**src/imubcs_pkg.sv**
```systemverilog
// ----------------------------------------------------------------------------
// imubcs_pkg
// Shared widths, scale constants and request types for the IMU bias
// calibration and scaling unit.
// ----------------------------------------------------------------------------
`default_nettype none

package imubcs_pkg;

  // field widths
  localparam int unsigned RAW_W      = 16;
  localparam int unsigned NUM_AX     = 3;
  localparam int unsigned ACC_OUT_W  = 17;
  localparam int unsigned RATE_OUT_W = 18;
  localparam int unsigned CNT_W      = 16;
  localparam int unsigned SUM_W      = 32;

  // stream packing
  localparam int unsigned IN_DATA_W  = 2 * NUM_AX * RAW_W;
  localparam int unsigned OUT_USED_W = NUM_AX * (ACC_OUT_W + RATE_OUT_W);
  localparam int unsigned OUT_DATA_W = ((OUT_USED_W + 7) / 8) * 8;
  localparam int unsigned RATE_OFS_BIT = NUM_AX * ACC_OUT_W;

  // serial multiplier: |d| (16 bit) times scale constant
  localparam int unsigned MAG_W  = 16;
  localparam int unsigned K_W    = 39;
  localparam int unsigned PROD_W = MAG_W + K_W;

  // serial divider
  localparam int unsigned DIVD_W = 32;
  localparam int unsigned DIVS_W = 17;

  // accel: d * 980665 / 1600000, 1600000 = 2^9 * 3125
  localparam logic [K_W-1:0]    ACC_K    = 39'd980665;
  localparam logic [PROD_W-1:0] ACC_OFS  = 55'd800000;
  localparam int unsigned       ACC_SH   = 9;
  localparam logic [DIVS_W-1:0] ACC_DEN  = 17'd3125;

  // rate: d * 25 * pi_q32 / (72 * 2^32)
  localparam logic [K_W-1:0]    RATE_K   = 39'd337325942625;
  localparam logic [PROD_W-1:0] RATE_OFS = 55'd154618822656;
  localparam int unsigned       RATE_SH  = 32;
  localparam logic [DIVS_W-1:0] RATE_DEN = 17'd72;

  localparam logic signed [ACC_OUT_W-1:0] ONE_G = 17'sd16384;
  localparam int unsigned Z_AXIS = 2;

  localparam logic [CNT_W-1:0] COUNT_RST = 16'd100;

  typedef struct packed {
    logic             start;
    logic [MAG_W-1:0] mag;
    logic [K_W-1:0]   k;
  } mul_req_t;

  typedef struct packed {
    logic              done;
    logic [PROD_W-1:0] prod;
  } mul_rsp_t;

  typedef struct packed {
    logic              start;
    logic [DIVD_W-1:0] dividend;
    logic [DIVS_W-1:0] divisor;
  } div_req_t;

  typedef struct packed {
    logic              done;
    logic [DIVD_W-1:0] quotient;
  } div_rsp_t;

endpackage

`default_nettype wire

```
**src/imubcs_mul.sv**
```systemverilog
// ----------------------------------------------------------------------------
// imubcs_mul
// Bit-serial shift-add multiplier: one multiplier bit per cycle, MSB first.
// ----------------------------------------------------------------------------
`default_nettype none

module imubcs_mul (
  input  logic                 clk_i,
  input  logic                 rst_ni,
  input  imubcs_pkg::mul_req_t req_i,
  output imubcs_pkg::mul_rsp_t rsp_o
);

  localparam int unsigned MW  = imubcs_pkg::MAG_W;
  localparam int unsigned KW  = imubcs_pkg::K_W;
  localparam int unsigned PW  = imubcs_pkg::PROD_W;
  localparam int unsigned CW  = $clog2(MW + 1);

  logic          busy_q;
  logic          done_q;
  logic [CW-1:0] cnt_q;
  logic [MW-1:0] m_q;
  logic [KW-1:0] k_q;
  logic [PW-1:0] acc_q;
  logic [PW-1:0] acc_d;

  assign acc_d = {acc_q[PW-2:0], 1'b0} + (m_q[MW-1] ? PW'(k_q) : '0);

  always_ff @(posedge clk_i or negedge rst_ni) begin
    if (!rst_ni) begin
      busy_q <= 1'b0;
      done_q <= 1'b0;
      cnt_q  <= '0;
    end else begin
      done_q <= busy_q && (cnt_q == CW'(1));
      if (req_i.start) begin
        busy_q <= 1'b1;
        cnt_q  <= CW'(MW);
      end else if (busy_q) begin
        cnt_q <= cnt_q - CW'(1);
        if (cnt_q == CW'(1)) begin
          busy_q <= 1'b0;
        end
      end
    end
  end

  always_ff @(posedge clk_i) begin
    if (req_i.start) begin
      acc_q <= '0;
      m_q   <= req_i.mag;
      k_q   <= req_i.k;
    end else if (busy_q) begin
      acc_q <= acc_d;
      m_q   <= {m_q[MW-2:0], 1'b0};
    end
  end

  assign rsp_o.done = done_q;
  assign rsp_o.prod = acc_q;

endmodule

`default_nettype wire

```
**src/imubcs_div.sv**
```systemverilog
// ----------------------------------------------------------------------------
// imubcs_div
// Restoring radix-2 divider: one quotient bit per cycle shifted into the
// dividend register.
// ----------------------------------------------------------------------------
`default_nettype none

module imubcs_div (
  input  logic                 clk_i,
  input  logic                 rst_ni,
  input  imubcs_pkg::div_req_t req_i,
  output imubcs_pkg::div_rsp_t rsp_o
);

  localparam int unsigned NW = imubcs_pkg::DIVD_W;
  localparam int unsigned DW = imubcs_pkg::DIVS_W;
  localparam int unsigned CW = $clog2(NW + 1);

  logic          busy_q;
  logic          done_q;
  logic [CW-1:0] cnt_q;
  logic [NW-1:0] dvd_q;
  logic [DW-1:0] dvs_q;
  logic [DW-1:0] rem_q;

  logic [DW:0]   trial;
  logic [DW:0]   diff;
  logic          ge;

  assign trial = {rem_q, dvd_q[NW-1]};
  assign diff  = trial - {1'b0, dvs_q};
  assign ge    = (trial >= {1'b0, dvs_q});

  always_ff @(posedge clk_i or negedge rst_ni) begin
    if (!rst_ni) begin
      busy_q <= 1'b0;
      done_q <= 1'b0;
      cnt_q  <= '0;
    end else begin
      done_q <= busy_q && (cnt_q == CW'(1));
      if (req_i.start) begin
        busy_q <= 1'b1;
        cnt_q  <= CW'(NW);
      end else if (busy_q) begin
        cnt_q <= cnt_q - CW'(1);
        if (cnt_q == CW'(1)) begin
          busy_q <= 1'b0;
        end
      end
    end
  end

  always_ff @(posedge clk_i) begin
    if (req_i.start) begin
      dvd_q <= req_i.dividend;
      dvs_q <= req_i.divisor;
      rem_q <= '0;
    end else if (busy_q) begin
      rem_q <= ge ? diff[DW-1:0] : trial[DW-1:0];
      dvd_q <= {dvd_q[NW-2:0], ge};
    end
  end

  assign rsp_o.done     = done_q;
  assign rsp_o.quotient = dvd_q;

endmodule

`default_nettype wire

```
**src/imu_bias_calibrate_and_scale_unit.sv**
```systemverilog
// ----------------------------------------------------------------------------
// imu_bias_calibrate_and_scale_unit
// Six-axis IMU bias calibration (averaging) and conversion of raw words to
// fixed-point acceleration and angular rate.
// ----------------------------------------------------------------------------
//  channel  | dir | handshake                    | payload
//  s_axis   | in  | s_axis_tvalid / s_axis_tready | tuser: operation, tdata: raw words
//  m_axis   | out | m_axis_tvalid / m_axis_tready | tuser: result_kind, tdata: results
//  cfg      | in  | cfg_valid_i / cfg_ready_o     | cfg_data_i: sample_count
//
//  One item at a time; channels are handled one after another through a
//  shared serial multiplier and serial divider. A convert item runs one
//  multiplication and one division per channel; a calibration sample adds
//  to the sums, and the closing one divides each sum by the samples summed.
//  A finished result waits in the output register; the next item is taken
//  while it waits. Reset clears sums and biases and sets the sample count to 100.
// ----------------------------------------------------------------------------
`default_nettype none

module imu_bias_calibrate_and_scale_unit #(
  parameter int unsigned AXES = 3
) (
  input  logic                                 clk_i,
  input  logic                                 rst_ni,
  // sample stream
  input  logic                                 s_axis_tvalid,
  output logic                                 s_axis_tready,
  // [15:0] acc_x_raw, [31:16] acc_y_raw, [47:32] acc_z_raw,
  // [63:48] rate_x_raw, [79:64] rate_y_raw, [95:80] rate_z_raw
  input  logic [imubcs_pkg::IN_DATA_W-1:0]     s_axis_tdata,
  // [0] operation
  input  logic                                 s_axis_tuser,
  // result stream
  output logic                                 m_axis_tvalid,
  input  logic                                 m_axis_tready,
  // [16:0] acc_x_out, [33:17] acc_y_out, [50:34] acc_z_out,
  // [68:51] rate_x_out, [86:69] rate_y_out, [104:87] rate_z_out, rest zero
  output logic [imubcs_pkg::OUT_DATA_W-1:0]    m_axis_tdata,
  // [0] result_kind
  output logic                                 m_axis_tuser,
  // sample_count register write
  input  logic                                 cfg_valid_i,
  output logic                                 cfg_ready_o,
  input  logic [imubcs_pkg::CNT_W-1:0]         cfg_data_i
);

  localparam int unsigned AX_W = (AXES > 1) ? $clog2(AXES) : 1;
  localparam int unsigned RW   = imubcs_pkg::RAW_W;
  localparam int unsigned AW   = imubcs_pkg::ACC_OUT_W;
  localparam int unsigned QW   = imubcs_pkg::RATE_OUT_W;
  localparam int unsigned SW   = imubcs_pkg::SUM_W;
  localparam int unsigned NA   = imubcs_pkg::NUM_AX;
  localparam int unsigned DSW  = imubcs_pkg::DIVS_W;
  localparam int unsigned DDW  = imubcs_pkg::DIVD_W;
  localparam int unsigned PW   = imubcs_pkg::PROD_W;
  localparam int unsigned CNW  = imubcs_pkg::CNT_W;

  typedef enum logic [2:0] {
    ST_IDLE,
    ST_SUM,
    ST_CAL_GO,
    ST_CAL_WAIT,
    ST_MUL_GO,
    ST_MUL_WAIT,
    ST_DIV_WAIT,
    ST_OUT
  } state_e;

  state_e           state_q;
  logic [AX_W-1:0]  ax_q;
  logic             sel_q;      // 0 accel, 1 gyro
  logic             sign_q;
  logic [CNW-1:0]   seen_q;
  logic [CNW-1:0]   count_q;
  logic             kind_q;
  logic             m_tvalid_q;
  logic             m_tuser_q;

  logic [SW-1:0]    acc_sum_q   [AXES];
  logic [SW-1:0]    rate_sum_q  [AXES];
  logic [RW-1:0]    acc_bias_q  [AXES];
  logic [RW-1:0]    rate_bias_q [AXES];
  logic [RW-1:0]    raw_acc_q   [AXES];
  logic [RW-1:0]    raw_rate_q  [AXES];
  logic [AW-1:0]    res_acc_q   [AXES];
  logic [QW-1:0]    res_rate_q  [AXES];
  logic [AW-1:0]    out_acc_q   [AXES];
  logic [QW-1:0]    out_rate_q  [AXES];

  imubcs_pkg::mul_req_t mul_req;
  imubcs_pkg::mul_rsp_t mul_rsp;
  imubcs_pkg::div_req_t div_req;
  imubcs_pkg::div_rsp_t div_rsp;

  logic             in_acc;
  logic             out_load;
  logic             last_ch;
  logic [AX_W-1:0]  ax_nxt;
  logic             sel_nxt;
  logic [DSW-1:0]   n17;
  logic [RW-1:0]    raw_sel;
  logic [RW-1:0]    bias_sel;
  logic [SW-1:0]    sum_sel;
  logic [SW-1:0]    cal_mag;
  logic [AW-1:0]    d17;
  logic [AW-1:0]    d_abs;
  logic [PW-1:0]    prod_ofs;
  logic [DDW-1:0]   cnv_dvd;
  logic [AW-1:0]    q_cal;
  logic [AW-1:0]    b_cal;
  logic [AW-1:0]    z_cal;
  logic [RW-1:0]    bias_new;
  logic [QW-1:0]    q_cnv;
  logic [QW-1:0]    r_cnv;
  logic             is_z_acc;

  // --------------------------------------------------------------------------
  // handshakes and channel sequencing
  // --------------------------------------------------------------------------
  assign s_axis_tready = (state_q == ST_IDLE);
  assign in_acc        = s_axis_tvalid && s_axis_tready;
  assign out_load      = (state_q == ST_OUT) && (!m_tvalid_q || m_axis_tready);
  assign cfg_ready_o   = 1'b1;

  assign last_ch = (ax_q == AX_W'(AXES - 1)) && sel_q;
  assign sel_nxt = last_ch ? 1'b0 : !sel_q;
  assign ax_nxt  = last_ch ? '0 : (sel_q ? ax_q + AX_W'(1) : ax_q);

  assign n17 = {1'b0, seen_q} + DSW'(1);

  // --------------------------------------------------------------------------
  // operand selection for the current channel
  // --------------------------------------------------------------------------
  assign raw_sel  = sel_q ? raw_rate_q[ax_q]  : raw_acc_q[ax_q];
  assign bias_sel = sel_q ? rate_bias_q[ax_q] : acc_bias_q[ax_q];
  assign sum_sel  = sel_q ? rate_sum_q[ax_q]  : acc_sum_q[ax_q];

  assign cal_mag = sum_sel[SW-1] ? (SW'(0) - sum_sel) : sum_sel;

  assign d17   = {raw_sel[RW-1], raw_sel} - {bias_sel[RW-1], bias_sel};
  assign d_abs = d17[AW-1] ? (AW'(0) - d17) : d17;

  // round-to-nearest offset, then the power-of-two part of the divisor
  assign prod_ofs = mul_rsp.prod + (sel_q ? imubcs_pkg::RATE_OFS : imubcs_pkg::ACC_OFS);
  assign cnv_dvd  = sel_q ? DDW'(prod_ofs >> imubcs_pkg::RATE_SH)
                          : DDW'(prod_ofs >> imubcs_pkg::ACC_SH);

  always_comb begin
    mul_req       = '0;
    mul_req.mag   = d_abs[imubcs_pkg::MAG_W-1:0];
    mul_req.k     = sel_q ? imubcs_pkg::RATE_K : imubcs_pkg::ACC_K;
    mul_req.start = (state_q == ST_MUL_GO);
  end

  always_comb begin
    div_req = '0;
    case (state_q)
      ST_CAL_GO: begin
        div_req.start    = 1'b1;
        div_req.dividend = cal_mag;
        div_req.divisor  = n17;
      end
      ST_MUL_WAIT: begin
        div_req.start    = mul_rsp.done;
        div_req.dividend = cnv_dvd;
        div_req.divisor  = sel_q ? imubcs_pkg::RATE_DEN : imubcs_pkg::ACC_DEN;
      end
      default: begin
        div_req.start = 1'b0;
      end
    endcase
  end

  // --------------------------------------------------------------------------
  // result forming
  // --------------------------------------------------------------------------
  assign is_z_acc = (AXES == NA) && !sel_q && (ax_q == AX_W'(imubcs_pkg::Z_AXIS));

  // truncating average, sign restored; z accel gets +1 g, saturated
  assign q_cal = div_rsp.quotient[AW-1:0];
  assign b_cal = sign_q ? (AW'(0) - q_cal) : q_cal;
  assign z_cal = {b_cal[RW-1], b_cal[RW-1:0]} + imubcs_pkg::ONE_G;

  always_comb begin
    bias_new = b_cal[RW-1:0];
    if (is_z_acc) begin
      bias_new = (z_cal[AW-1:RW-1] == 2'b01) ? {1'b0, {(RW-1){1'b1}}} : z_cal[RW-1:0];
    end
  end

  assign q_cnv = div_rsp.quotient[QW-1:0];
  assign r_cnv = sign_q ? (QW'(0) - q_cnv) : q_cnv;

  // --------------------------------------------------------------------------
  // control FSM and output handshake
  // --------------------------------------------------------------------------
  always_ff @(posedge clk_i or negedge rst_ni) begin
    if (!rst_ni) begin
      state_q    <= ST_IDLE;
      ax_q       <= '0;
      sel_q      <= 1'b0;
      sign_q     <= 1'b0;
      seen_q     <= '0;
      count_q    <= imubcs_pkg::COUNT_RST;
      kind_q     <= 1'b0;
      m_tvalid_q <= 1'b0;
      m_tuser_q  <= 1'b0;
    end else begin
      if (cfg_valid_i && cfg_ready_o) begin
        count_q <= cfg_data_i;
      end
      if (out_load) begin
        m_tvalid_q <= 1'b1;
        m_tuser_q  <= kind_q;
      end else if (m_axis_tready) begin
        m_tvalid_q <= 1'b0;
      end

      case (state_q)
        ST_IDLE: begin
          if (in_acc) begin
            ax_q    <= '0;
            sel_q   <= 1'b0;
            state_q <= s_axis_tuser ? ST_SUM : ST_MUL_GO;
          end
        end
        ST_SUM: begin
          ax_q  <= ax_nxt;
          sel_q <= sel_nxt;
          if (last_ch) begin
            if (n17 >= {1'b0, count_q}) begin
              state_q <= ST_CAL_GO;
            end else begin
              seen_q  <= n17[CNW-1:0];
              state_q <= ST_IDLE;
            end
          end
        end
        ST_CAL_GO: begin
          sign_q  <= sum_sel[SW-1];
          state_q <= ST_CAL_WAIT;
        end
        ST_CAL_WAIT: begin
          if (div_rsp.done) begin
            ax_q  <= ax_nxt;
            sel_q <= sel_nxt;
            if (last_ch) begin
              seen_q  <= '0;
              kind_q  <= 1'b1;
              state_q <= ST_OUT;
            end else begin
              state_q <= ST_CAL_GO;
            end
          end
        end
        ST_MUL_GO: begin
          sign_q  <= d17[AW-1];
          state_q <= ST_MUL_WAIT;
        end
        ST_MUL_WAIT: begin
          if (mul_rsp.done) begin
            state_q <= ST_DIV_WAIT;
          end
        end
        ST_DIV_WAIT: begin
          if (div_rsp.done) begin
            ax_q  <= ax_nxt;
            sel_q <= sel_nxt;
            if (last_ch) begin
              kind_q  <= 1'b0;
              state_q <= ST_OUT;
            end else begin
              state_q <= ST_MUL_GO;
            end
          end
        end
        ST_OUT: begin
          if (out_load) begin
            state_q <= ST_IDLE;
          end
        end
        default: begin
          state_q <= ST_IDLE;
        end
      endcase
    end
  end

  // --------------------------------------------------------------------------
  // running sums and biases
  // --------------------------------------------------------------------------
  always_ff @(posedge clk_i or negedge rst_ni) begin
    if (!rst_ni) begin
      for (int a = 0; a < AXES; a++) begin
        acc_sum_q[a]   <= '0;
        rate_sum_q[a]  <= '0;
        acc_bias_q[a]  <= '0;
        rate_bias_q[a] <= '0;
      end
    end else begin
      if (state_q == ST_SUM) begin
        if (sel_q) begin
          rate_sum_q[ax_q] <= rate_sum_q[ax_q] + {{(SW-RW){raw_sel[RW-1]}}, raw_sel};
        end else begin
          acc_sum_q[ax_q] <= acc_sum_q[ax_q] + {{(SW-RW){raw_sel[RW-1]}}, raw_sel};
        end
      end
      if ((state_q == ST_CAL_WAIT) && div_rsp.done) begin
        if (sel_q) begin
          rate_bias_q[ax_q] <= bias_new;
          rate_sum_q[ax_q]  <= '0;
        end else begin
          acc_bias_q[ax_q] <= bias_new;
          acc_sum_q[ax_q]  <= '0;
        end
      end
    end
  end

  // --------------------------------------------------------------------------
  // sample latch, result staging, output register
  // --------------------------------------------------------------------------
  always_ff @(posedge clk_i) begin
    if (in_acc) begin
      for (int a = 0; a < AXES; a++) begin
        raw_acc_q[a]  <= s_axis_tdata[a*RW +: RW];
        raw_rate_q[a] <= s_axis_tdata[(NA+a)*RW +: RW];
      end
    end
    if ((state_q == ST_CAL_WAIT) && div_rsp.done) begin
      if (sel_q) begin
        res_rate_q[ax_q] <= {{(QW-RW){bias_new[RW-1]}}, bias_new};
      end else begin
        res_acc_q[ax_q] <= {{(AW-RW){bias_new[RW-1]}}, bias_new};
      end
    end
    if ((state_q == ST_DIV_WAIT) && div_rsp.done) begin
      if (sel_q) begin
        res_rate_q[ax_q] <= r_cnv;
      end else begin
        res_acc_q[ax_q] <= r_cnv[AW-1:0];
      end
    end
    if (out_load) begin
      for (int a = 0; a < AXES; a++) begin
        out_acc_q[a]  <= res_acc_q[a];
        out_rate_q[a] <= res_rate_q[a];
      end
    end
  end

  for (genvar a = 0; a < NA; a++) begin : g_pack
    if (a < AXES) begin : g_used
      assign m_axis_tdata[a*AW +: AW] = out_acc_q[a];
      assign m_axis_tdata[imubcs_pkg::RATE_OFS_BIT + a*QW +: QW] = out_rate_q[a];
    end else begin : g_unused
      assign m_axis_tdata[a*AW +: AW] = '0;
      assign m_axis_tdata[imubcs_pkg::RATE_OFS_BIT + a*QW +: QW] = '0;
    end
  end
  if (imubcs_pkg::OUT_DATA_W > imubcs_pkg::OUT_USED_W) begin : g_pad
    assign m_axis_tdata[imubcs_pkg::OUT_DATA_W-1:imubcs_pkg::OUT_USED_W] = '0;
  end

  assign m_axis_tvalid = m_tvalid_q;
  assign m_axis_tuser  = m_tuser_q;

  // --------------------------------------------------------------------------
  // serial arithmetic units
  // --------------------------------------------------------------------------
  imubcs_mul u_mul (
    .clk_i  (clk_i),
    .rst_ni (rst_ni),
    .req_i  (mul_req),
    .rsp_o  (mul_rsp)
  );

  imubcs_div u_div (
    .clk_i  (clk_i),
    .rst_ni (rst_ni),
    .req_i  (div_req),
    .rsp_o  (div_rsp)
  );

  // --------------------------------------------------------------------------
  // assertions
  // --------------------------------------------------------------------------
  a_mul_done_state : assert property (@(posedge clk_i) disable iff (!rst_ni)
    mul_rsp.done |-> (state_q == ST_MUL_WAIT))
    else $error("multiplier finished outside its wait state");

  a_div_done_state : assert property (@(posedge clk_i) disable iff (!rst_ni)
    div_rsp.done |-> ((state_q == ST_DIV_WAIT) || (state_q == ST_CAL_WAIT)))
    else $error("divider finished outside a wait state");

  a_out_hold : assert property (@(posedge clk_i) disable iff (!rst_ni)
    ((state_q == ST_OUT) && m_tvalid_q && !m_axis_tready) |=>
      ((state_q == ST_OUT) && m_tvalid_q))
    else $error("staged result overwrote a pending output");

  a_seen_cleared : assert property (@(posedge clk_i) disable iff (!rst_ni)
    (out_load && kind_q) |-> (seen_q == '0))
    else $error("bias result issued with samples still counted");

endmodule

`default_nettype wire

```
**config.mk**
```make
export PLATFORM = sky130hd
export DESIGN_NAME = imu_bias_calibrate_and_scale_unit
export DESIGN_NICKNAME = d
export VERILOG_FILES = /design/src/imubcs_pkg.sv /design/src/imubcs_mul.sv /design/src/imubcs_div.sv /design/src/imu_bias_calibrate_and_scale_unit.sv
export SDC_FILE = /design/constraint.sdc
export NUM_CORES = 2
export LEC_CHECK = 0
export ABC_CLOCK_PERIOD_IN_PS = 14980
export BUFFER_PORTS_ARGS = -buffer_cell sky130_fd_sc_hd__buf_2
export CORE_ASPECT_RATIO = 0.8
export CORE_MARGIN = 2
export CORE_UTILIZATION = 55
export CTS_CLUSTER_SIZE = 16
export DETAILED_ROUTE_END_ITERATION = 10
export PLACE_DENSITY = 0.73
export REMOVE_ABC_BUFFERS = 1
export SLEW_MARGIN = 10
export SYNTH_ARGS = -nofsm -noshare
export SYNTH_HDL_FRONTEND = slang
export SYNTH_SLANG_ARGS = --single-unit
```
**constraint.sdc**
```tcl
create_clock -name clk_i -period 14.98 [get_ports clk_i]
set_clock_uncertainty 0.15 [all_clocks]
set_input_delay 2.996 -clock clk_i [delete_from_list [all_inputs] [get_ports clk_i]]
set_output_delay 2.996 -clock clk_i [all_outputs]
set_load 0.05 [all_outputs]
```
== After elaboration in Yosys (flattened, before gate mapping) ==
Memory sizes are Yosys's and may differ from the RTL's.
Cells that the tools add are included.
Operators by class
  $add $sub $neg: 15
  bitwise logic cells: 7
  $mul: 0
  shifts and indexed selects: 0
  equality and inequality tests: 21
  reductions and logical operators: 27
  mux-type cells: 108
  order comparisons: 4
  divide/modulo/power cells: 0
Operator list (count)
  96-bit two-way mux: 8
  32-bit two-way mux: 10
  16-bit two-way mux: 17
  96-bit AND: 2
  96-bit bitwise mux: 2
  32-bit binary-select mux with 2-bit select: 2
  49-bit case mux with 2 select lines: 1
  48-bit bitwise mux: 2
  96-bit inverter: 1
  39-bit two-way mux: 2
  32-bit adder: 2
  16-bit binary-select mux with 2-bit select: 2
  32-bit demux with 2-bit select: 1
  55-bit by 38-bit adder with 55-bit output: 1
  55-bit adder: 1
  38-bit two-way mux: 1
  18-bit two-way mux: 2
  17-bit two-way mux: 2
  16-bit demux with 2-bit select: 1
  16-bit case mux with 2 select lines: 1
  1-bit by 16-bit subtractor with 16-bit output (first input constant): 2
  1-bit by 32-bit subtractor with 32-bit output (first input constant): 1
  1-bit two-way mux: 29
  3-bit two-way mux: 8
  other kinds (43): 81
Word-level totals
  bits in read-only memories: 0
  output and inout port bits: 116
  input port bits: 118
  latch bits: 0
  memories: 6
  register bits: 521
  memory bits (writable): 306
Memories
  out_rate_q: words 3, width 18, read ports 3, clocked after Yosys merged registers in 0, wr ports 3, line imu_bias_calibrate_and_scale_unit.sv:88  | logic [QW-1:0] out_rate_q [AXES];
  res_rate_q: words 3, width 18, read ports 3, clocked after Yosys merged registers in 0, wr ports 1, line imu_bias_calibrate_and_scale_unit.sv:86  | logic [QW-1:0] res_rate_q [AXES];
  out_acc_q: words 3, width 17, read ports 3, clocked after Yosys merged registers in 0, wr ports 3, line imu_bias_calibrate_and_scale_unit.sv:87  | logic [AW-1:0] out_acc_q [AXES];
  res_acc_q: words 3, width 17, read ports 3, clocked after Yosys merged registers in 0, wr ports 1, line imu_bias_calibrate_and_scale_unit.sv:85  | logic [AW-1:0] res_acc_q [AXES];
  raw_acc_q: words 3, width 16, read ports 1, clocked after Yosys merged registers in 0, wr ports 3, line imu_bias_calibrate_and_scale_unit.sv:83  | logic [RW-1:0] raw_acc_q [AXES];
  raw_rate_q: words 3, width 16, read ports 1, clocked after Yosys merged registers in 0, wr ports 3, line imu_bias_calibrate_and_scale_unit.sv:84  | logic [RW-1:0] raw_rate_q [AXES];

== Logic depth before layout (Yosys ltp) ==
  depth after elaboration: 11
  gate-level depth with buffers: 23
  depth with buffers taken out: 16

== Cells and area by module ==
Synthesis repeated with hierarchy kept, for this count alone.
Unflattened totals
  cell total of the unflattened synthesis: 4281
  area, all modules: 44109.8 um2
By module, submodules not included
  imu_bias_calibrate_and_scale_unit: area an instance 33335.7 um2, instances 1, cells an instance 3235
  imubcs_mul: area an instance 6831.6 um2, instances 1, cells an instance 706
  imubcs_div: area an instance 3942.5 um2, instances 1, cells an instance 340

== Least setup slack after synthesis ==
Ideal clock, no wire load.
  path type: input port to flip-flop
  from: input port m_axis_tready
  to: register m_tuser_q (netlist: m_axis_tuser)
  setup slack: 6.191 ns
  data arrival time: 8.550 ns
  stages: 3
  data required time: 14.741 ns
  buffers on the path: 0
  path through: nand2b_1 > nor2b_1 > mux2_2
On the way
  longest elaborated chain between the ends: 2
RTL lines
  from (decl): line imu_bias_calibrate_and_scale_unit.sv:35  | input logic m_axis_tready,
  1-bit logical OR: line imu_bias_calibrate_and_scale_unit.sv:122  | assign out_load = (state_q == ST_OUT) && (!m_tvalid_q || m_axis_tready);
  1-bit logical AND: line imu_bias_calibrate_and_scale_unit.sv:122
  named net out_load: line imu_bias_calibrate_and_scale_unit.sv:96  | logic out_load;
  to (signal assigned): line imu_bias_calibrate_and_scale_unit.sv:214  | m_tuser_q <= kind_q;
  to (decl): line imu_bias_calibrate_and_scale_unit.sv:77  | logic m_tuser_q;
The timed path passes the listed nets, and every way through them passes these cells.
A chain may end at the register's enable or synchronous reset.

== Worst setup path after layout ==
  from: register ax_q[0]
  to: register acc_sum_q[94] in the netlist's numbering
On the way
  longest elaborated chain between the ends: 11
  elaborated cells between the ends (all ways): 20
  classes of those cells: add/sub: 1; order compare: 2; mux: 11; bitwise: 3; reduce/logical: 1; memory: 2
RTL lines
  from (decl): line imu_bias_calibrate_and_scale_unit.sv:70  | logic [AX_W-1:0] ax_q;
  from (signal assigned): line imu_bias_calibrate_and_scale_unit.sv:228  | ax_q <= ax_nxt;
  from (signal assigned): line imu_bias_calibrate_and_scale_unit.sv:245  | ax_q <= ax_nxt;
  from (signal assigned): line imu_bias_calibrate_and_scale_unit.sv:267  | ax_q <= ax_nxt;
  2-bit inverter with 3-bit output (not written as such): line imu_bias_calibrate_and_scale_unit.sv:305, imu_bias_calibrate_and_scale_unit.sv:314
  32-bit binary-select mux with 2-bit select (tied with other cells): line imu_bias_calibrate_and_scale_unit.sv:305  | acc_sum_q[ax_q] <= acc_sum_q[ax_q] + {{(SW-RW){raw_sel[RW-1]}}, raw_sel};
  32-bit two-way mux (not written as such) or 1-bit logical AND (tied branches): line imu_bias_calibrate_and_scale_unit.sv:305, imu_bias_calibrate_and_scale_unit.sv:314
  32-bit two-way mux, on equally long branches: line imu_bias_calibrate_and_scale_unit.sv:305, imu_bias_calibrate_and_scale_unit.sv:314
  32-bit adder or 32-bit demux with 2-bit select (tied branches): line imu_bias_calibrate_and_scale_unit.sv:305, imu_bias_calibrate_and_scale_unit.sv:314
  96-bit bitwise mux: line imu_bias_calibrate_and_scale_unit.sv:305
  96-bit two-way mux: line imu_bias_calibrate_and_scale_unit.sv:302  | if (sel_q) begin
  96-bit two-way mux: line imu_bias_calibrate_and_scale_unit.sv:301  | if (state_q == ST_SUM) begin
  96-bit AND (no source line)
  96-bit two-way mux: line imu_bias_calibrate_and_scale_unit.sv:309  | if (sel_q) begin
  96-bit two-way mux (*): line imu_bias_calibrate_and_scale_unit.sv:308  | if ((state_q == ST_CAL_WAIT) && div_rsp.done) begin
  to (signal, indexed assignment): line imu_bias_calibrate_and_scale_unit.sv:305
  to (decl): line imu_bias_calibrate_and_scale_unit.sv:79  | logic [SW-1:0] acc_sum_q [AXES];
Every way passes the cells marked *; elsewhere a longest branch is shown, timed or not. The select of a mux whose other input is x is not followed.

==> run_results.csv <==
group,metric,value,unit
route,drt.antenna.violating_nets,0,
global_route,number_of_antenna_violations_at_the_first_check_in_global_routing,2,
flow_run,max_cap_viol_count,0,
synth,synthesis.yosys.warnings,0,
setup_path,cp-startpoint,"ax_q[0]",
floorplan,die_area,78300,um2
route,route.vias.total,32400,
pwr,cell_leakage_power,19.3,nW
floorplan,die_width,312,um
route,wirelength_per_cell,21.2,um
synth,synth_adder_area_share,4.79,%
layout,final_layout_size_suffix_gt1_share,11.5,%
min_path,min-delay-path-class,"register to register",
setup_path,timing.rr.end,"acc_sum_q[94]",
synth,synth-compound-area-share,16.5,%
synth,synth_top_family_by_area,"compound AO/OA/AOI/OAI gates",
route,post_drt_via_cell_ratio,6.02,
floorplan,fp.dieH,251,um
placed_design,hpwlAfterDp,78400,um
synth,yosys.area_share.xor_xnor,5.23,%
route,drc,0,
placed_design,detailedPlace.worstSlack,8.89,ns
global_route,via_count_of_the_first_global_routing_pass,30500,
timing,timing.final.hold_violations,0,
timing,timing.final.crit_share,41.2,%
setup_path,path_max_fanout,37,
synth,synth_simple_gate_area_share,13.7,%
pwr,sw_frac_of_total,44.2,%
synth,synth_flop_cell,"edfxtp_1",
clock_tree,clk_root_buffer_cell,"clkbuf_16",
placed_design,gpl.final_weighted_congestion,0.951,
pwr,power.share.sequential,30.8,%
clock_tree,cts.path.max_buffers,3,
setup_path,worst_r2r_startpoint,"ax_q[0]",
pwr,internal-power,5.51,mW
timing,slew_headroom,4.95,%
clock_tree,cts_resized,0,
pwr,clockPowerShare,19.9,%
pwr,worst_vdd_rail_ir_drop,0.117,mV
synth,cell_taking_the_most_area_after_synthesis,"edfxtp_1",
clock_tree,clk_latency,0.66,ns
route,dr.first_iter.drc_count,3709,
global_route,wire_length_of_the_first_global_routing_pass,178000,um
floorplan,area_of_the_core,75300,um2
clock_tree,cts.reportedPaths.clkPinSlew,0.07,ns
synth,synth_cell_type_count,101,
timing,tightestPinTransition,1.41,ns
setup_path,ff2ff_setup_slack,8.81,ns
floorplan,ios,234,
setup_path,ws_path_type,"register to register",
synth,synth.area.mux_share,5.44,%
layout,syn2layout_area_growth,10.9,%
pwr,power.combinational.fraction,49.3,%
synth,synth_enable_flop_cells,373,
setup_path,worst_setup_path_end_kind,"register",
placed_design,portBuffers,225,
timing,final_ws_setup,8.81,ns
clock_tree,postCtsSetupBuffers,0,
setup_path,crit_path_start_kind,"register",
floorplan,fp-row-count,90,
synth,number_of_flip_flops_and_latches_in_the_synthesized_netlist,790,
global_route,grt_max_degree,160,
route,drtPass1Iterations,6,
timing,grt_setup_unrepaired,"false",
synth,synth_area,41800,um2
pwr,p_per_area,213,nW/um2
setup_path,arrival,6.56,ns
global_route,grt-ovfl-total,0,
timing,final-max-slew-violation-count,0,
clock_tree,cts.sinks,790,
synth,mapped_cells,4175,
outcome,status,"finished, final reports clean",
synth,yosysTopAreaCellShare,26.8,%
clock_tree,htree_levels,3,
setup_path,cp_data_required_time,15.36,ns
timing,fin_crit,6.17,ns
timing,finalSetupViolations,0,
clock_tree,cts_made_buffers,79,
layout,fin_nets,4584,
timing,achievable-frequency,162,MHz
global_route,grtUsageTotal,28.9,%
synth,synth.top_cells.by_area,"edfxtp_1 (27%), dfrtp_1 (20%), nand2_1 (5.9%), ha_1 (4.5%), o21ai_0 (4.2%)",
synth,yosysMostFrequentCell,"nand2_1",
synth,asyncSetResetFlopFracSynth,43.7,%
timing,holdWs,0.266,ns
clock_tree,post_cts_hold_buffer_count,0,
pwr,switching_power,4.37,mW
setup_path,worst-r2r-cell-count,17,
route,wirelength,114000,um
synth,synthTopCellsByCount,"nand2_1 (661), edfxtp_1 (373), o21ai_0 (352)",
synth,synth-seq-area-share,50.9,%
clock_tree,cts_tree,"built",
timing,finalSetupTns,0,ns
floorplan,floorplan.initialDensity,55.5,%
setup_path,worstSetupEndpoint,"acc_sum_q[94]",
synth,syn_area_per_cell,10.0,um2
[stage by stage]
stage | instances | cell area, um2 | utilization, % | total power, mW
6_report | 5386 | 46400 | 61.5 | 9.88
2_1_floorplan | 3952 | 40900 | - | 6.45
5_1_grt | 5385 | 46400 | 61.5 | 10.4
3_3_place_gp | 5240 | 43800 | 58.1 | 7.76
3_5_place_dp | 5240 | 43800 | 58.1 | 7.81
4_1_cts | 5385 | 46400 | 61.5 | 9.80
[metal layers]
| layer | routed length [um] | track usage (%) | up-vias |
|---|---|---|---|
| met3 | 10400 | 6.22 | 245 |
| li1 | - | - | 15200 |
| met2 | 49600 | 43.3 | 1464 |
| met5 | 29 | 0 | - |
| met1 | 50800 | 42.2 | 15500 |
| met4 | 3450 | 8.79 | 4 |
[worst max-delay path, stage by stage (launching register included)]
cell and delay [ns]:
dfrtp_4 0.63, buf_4 0.42, buf_4 0.55, mux4_2 0.57
o21ai_0 0.51, inv_1 0.49, buf_4 0.35, ha_1 0.39
nand2_1 0.15, nor2_1 0.09, and3_1 0.18, a22oi_1 0.20
o21ai_1 0.11, o31ai_1 0.46, o21a_1 0.26, o21ai_1 0.09
xor2_1 0.17, a22o_1 0.22
[logic make-up after synthesis]
group                    count (synthesis)
XOR/XNOR                               248
flip-flops                             790
multiplexers                           201
other                                    2
AO/OA/AOI/OAI                         1105
buffers and inverters                  358
adder cells (fa/ha/maj)                157
AND/OR/NAND/NOR                       1314
[registers in the layout (all words and copies together) (netlist names), 17 cells and up]
register and cells:
u_div.rem_q 17, acc_bias_q 48, out_acc_q 51, u_mul.acc_q 55
acc_sum_q 96, out_rate_q 54, u_div.dvd_q 32, rate_sum_q 96
rate_bias_q 48, raw_rate_q 48, u_div.dvs_q 17, res_rate_q 54
res_acc_q 51, raw_acc_q 48
[placed cells by master, fill, tap and decap left out, types with 14 or more instances in the layout]
master / n
a21oi_1: 309
a31oi_1: 35
o21bai_1: 14
or3_1: 15
o21ai_0: 352
edfxtp_1: 373
nor3_1: 61
mux4_2: 19
a211oi_1: 34
nand2_1: 660
nor2b_1: 26
clkbuf_16: 81
and2_1: 18
inv_1: 127
a21o_1: 78
buf_4: 49
buf_2: 224
nor2_1: 258
nand2b_1: 23
o31ai_1: 33
o21a_1: 22
mux2_2: 19
mux2i_1: 162
nand3_1: 97
xor2_1: 105
a22o_1: 23
dfxtp_1: 72
o21ai_1: 23
and3_1: 50
o211ai_1: 22
nand4_1: 30
o2bb2ai_1: 23
a22oi_1: 16
ha_1: 152
dfrtp_1: 338
xnor2_1: 141
clkbuf_1: 16
[cell type report]
class	instances	area [um2]
multi-input cells	3033	19200
repair buffers	276	1540
clock inverters	41	363
well taps	1012	1270
inverters	129	484
diodes	1	2.50
clock buffers	104	2180
flip-flops and latches	790	21300
fillers	6243	29000
[worst min-delay path by stage]
stage	start	end	slack (ns)	cells after the start
after floorplan	res_acc_q[0][0]	out_acc_q[0][0]	0.25	0
after global placement	res_acc_q[2][12]	out_acc_q[0][46]	0.25	0
after global routing	res_rate_q[2][12]	out_rate_q[0][48]	0.27	0
after detailed placement	res_rate_q[0][14]	out_rate_q[0][14]	0.25	0
after CTS	res_rate_q[2][14]	out_rate_q[0][50]	0.27	0
final	res_rate_q[2][16]	out_rate_q[0][52]	0.27	0
[power by group through the flow]
stage | Sequential, mW | Clock (mW) | Combinational, mW
final | 3.04 | 1.96 | 4.88
after global routing | 3.08 | 2.07 | 5.30
after CTS | 3.03 | 1.99 | 4.77
after detailed placement | 3.07 | 0 | 4.74
after global placement | 3.06 | 0 | 4.70
after floorplan | 3.18 | 0 | 3.26
Power figures use the tool's default switching activity.
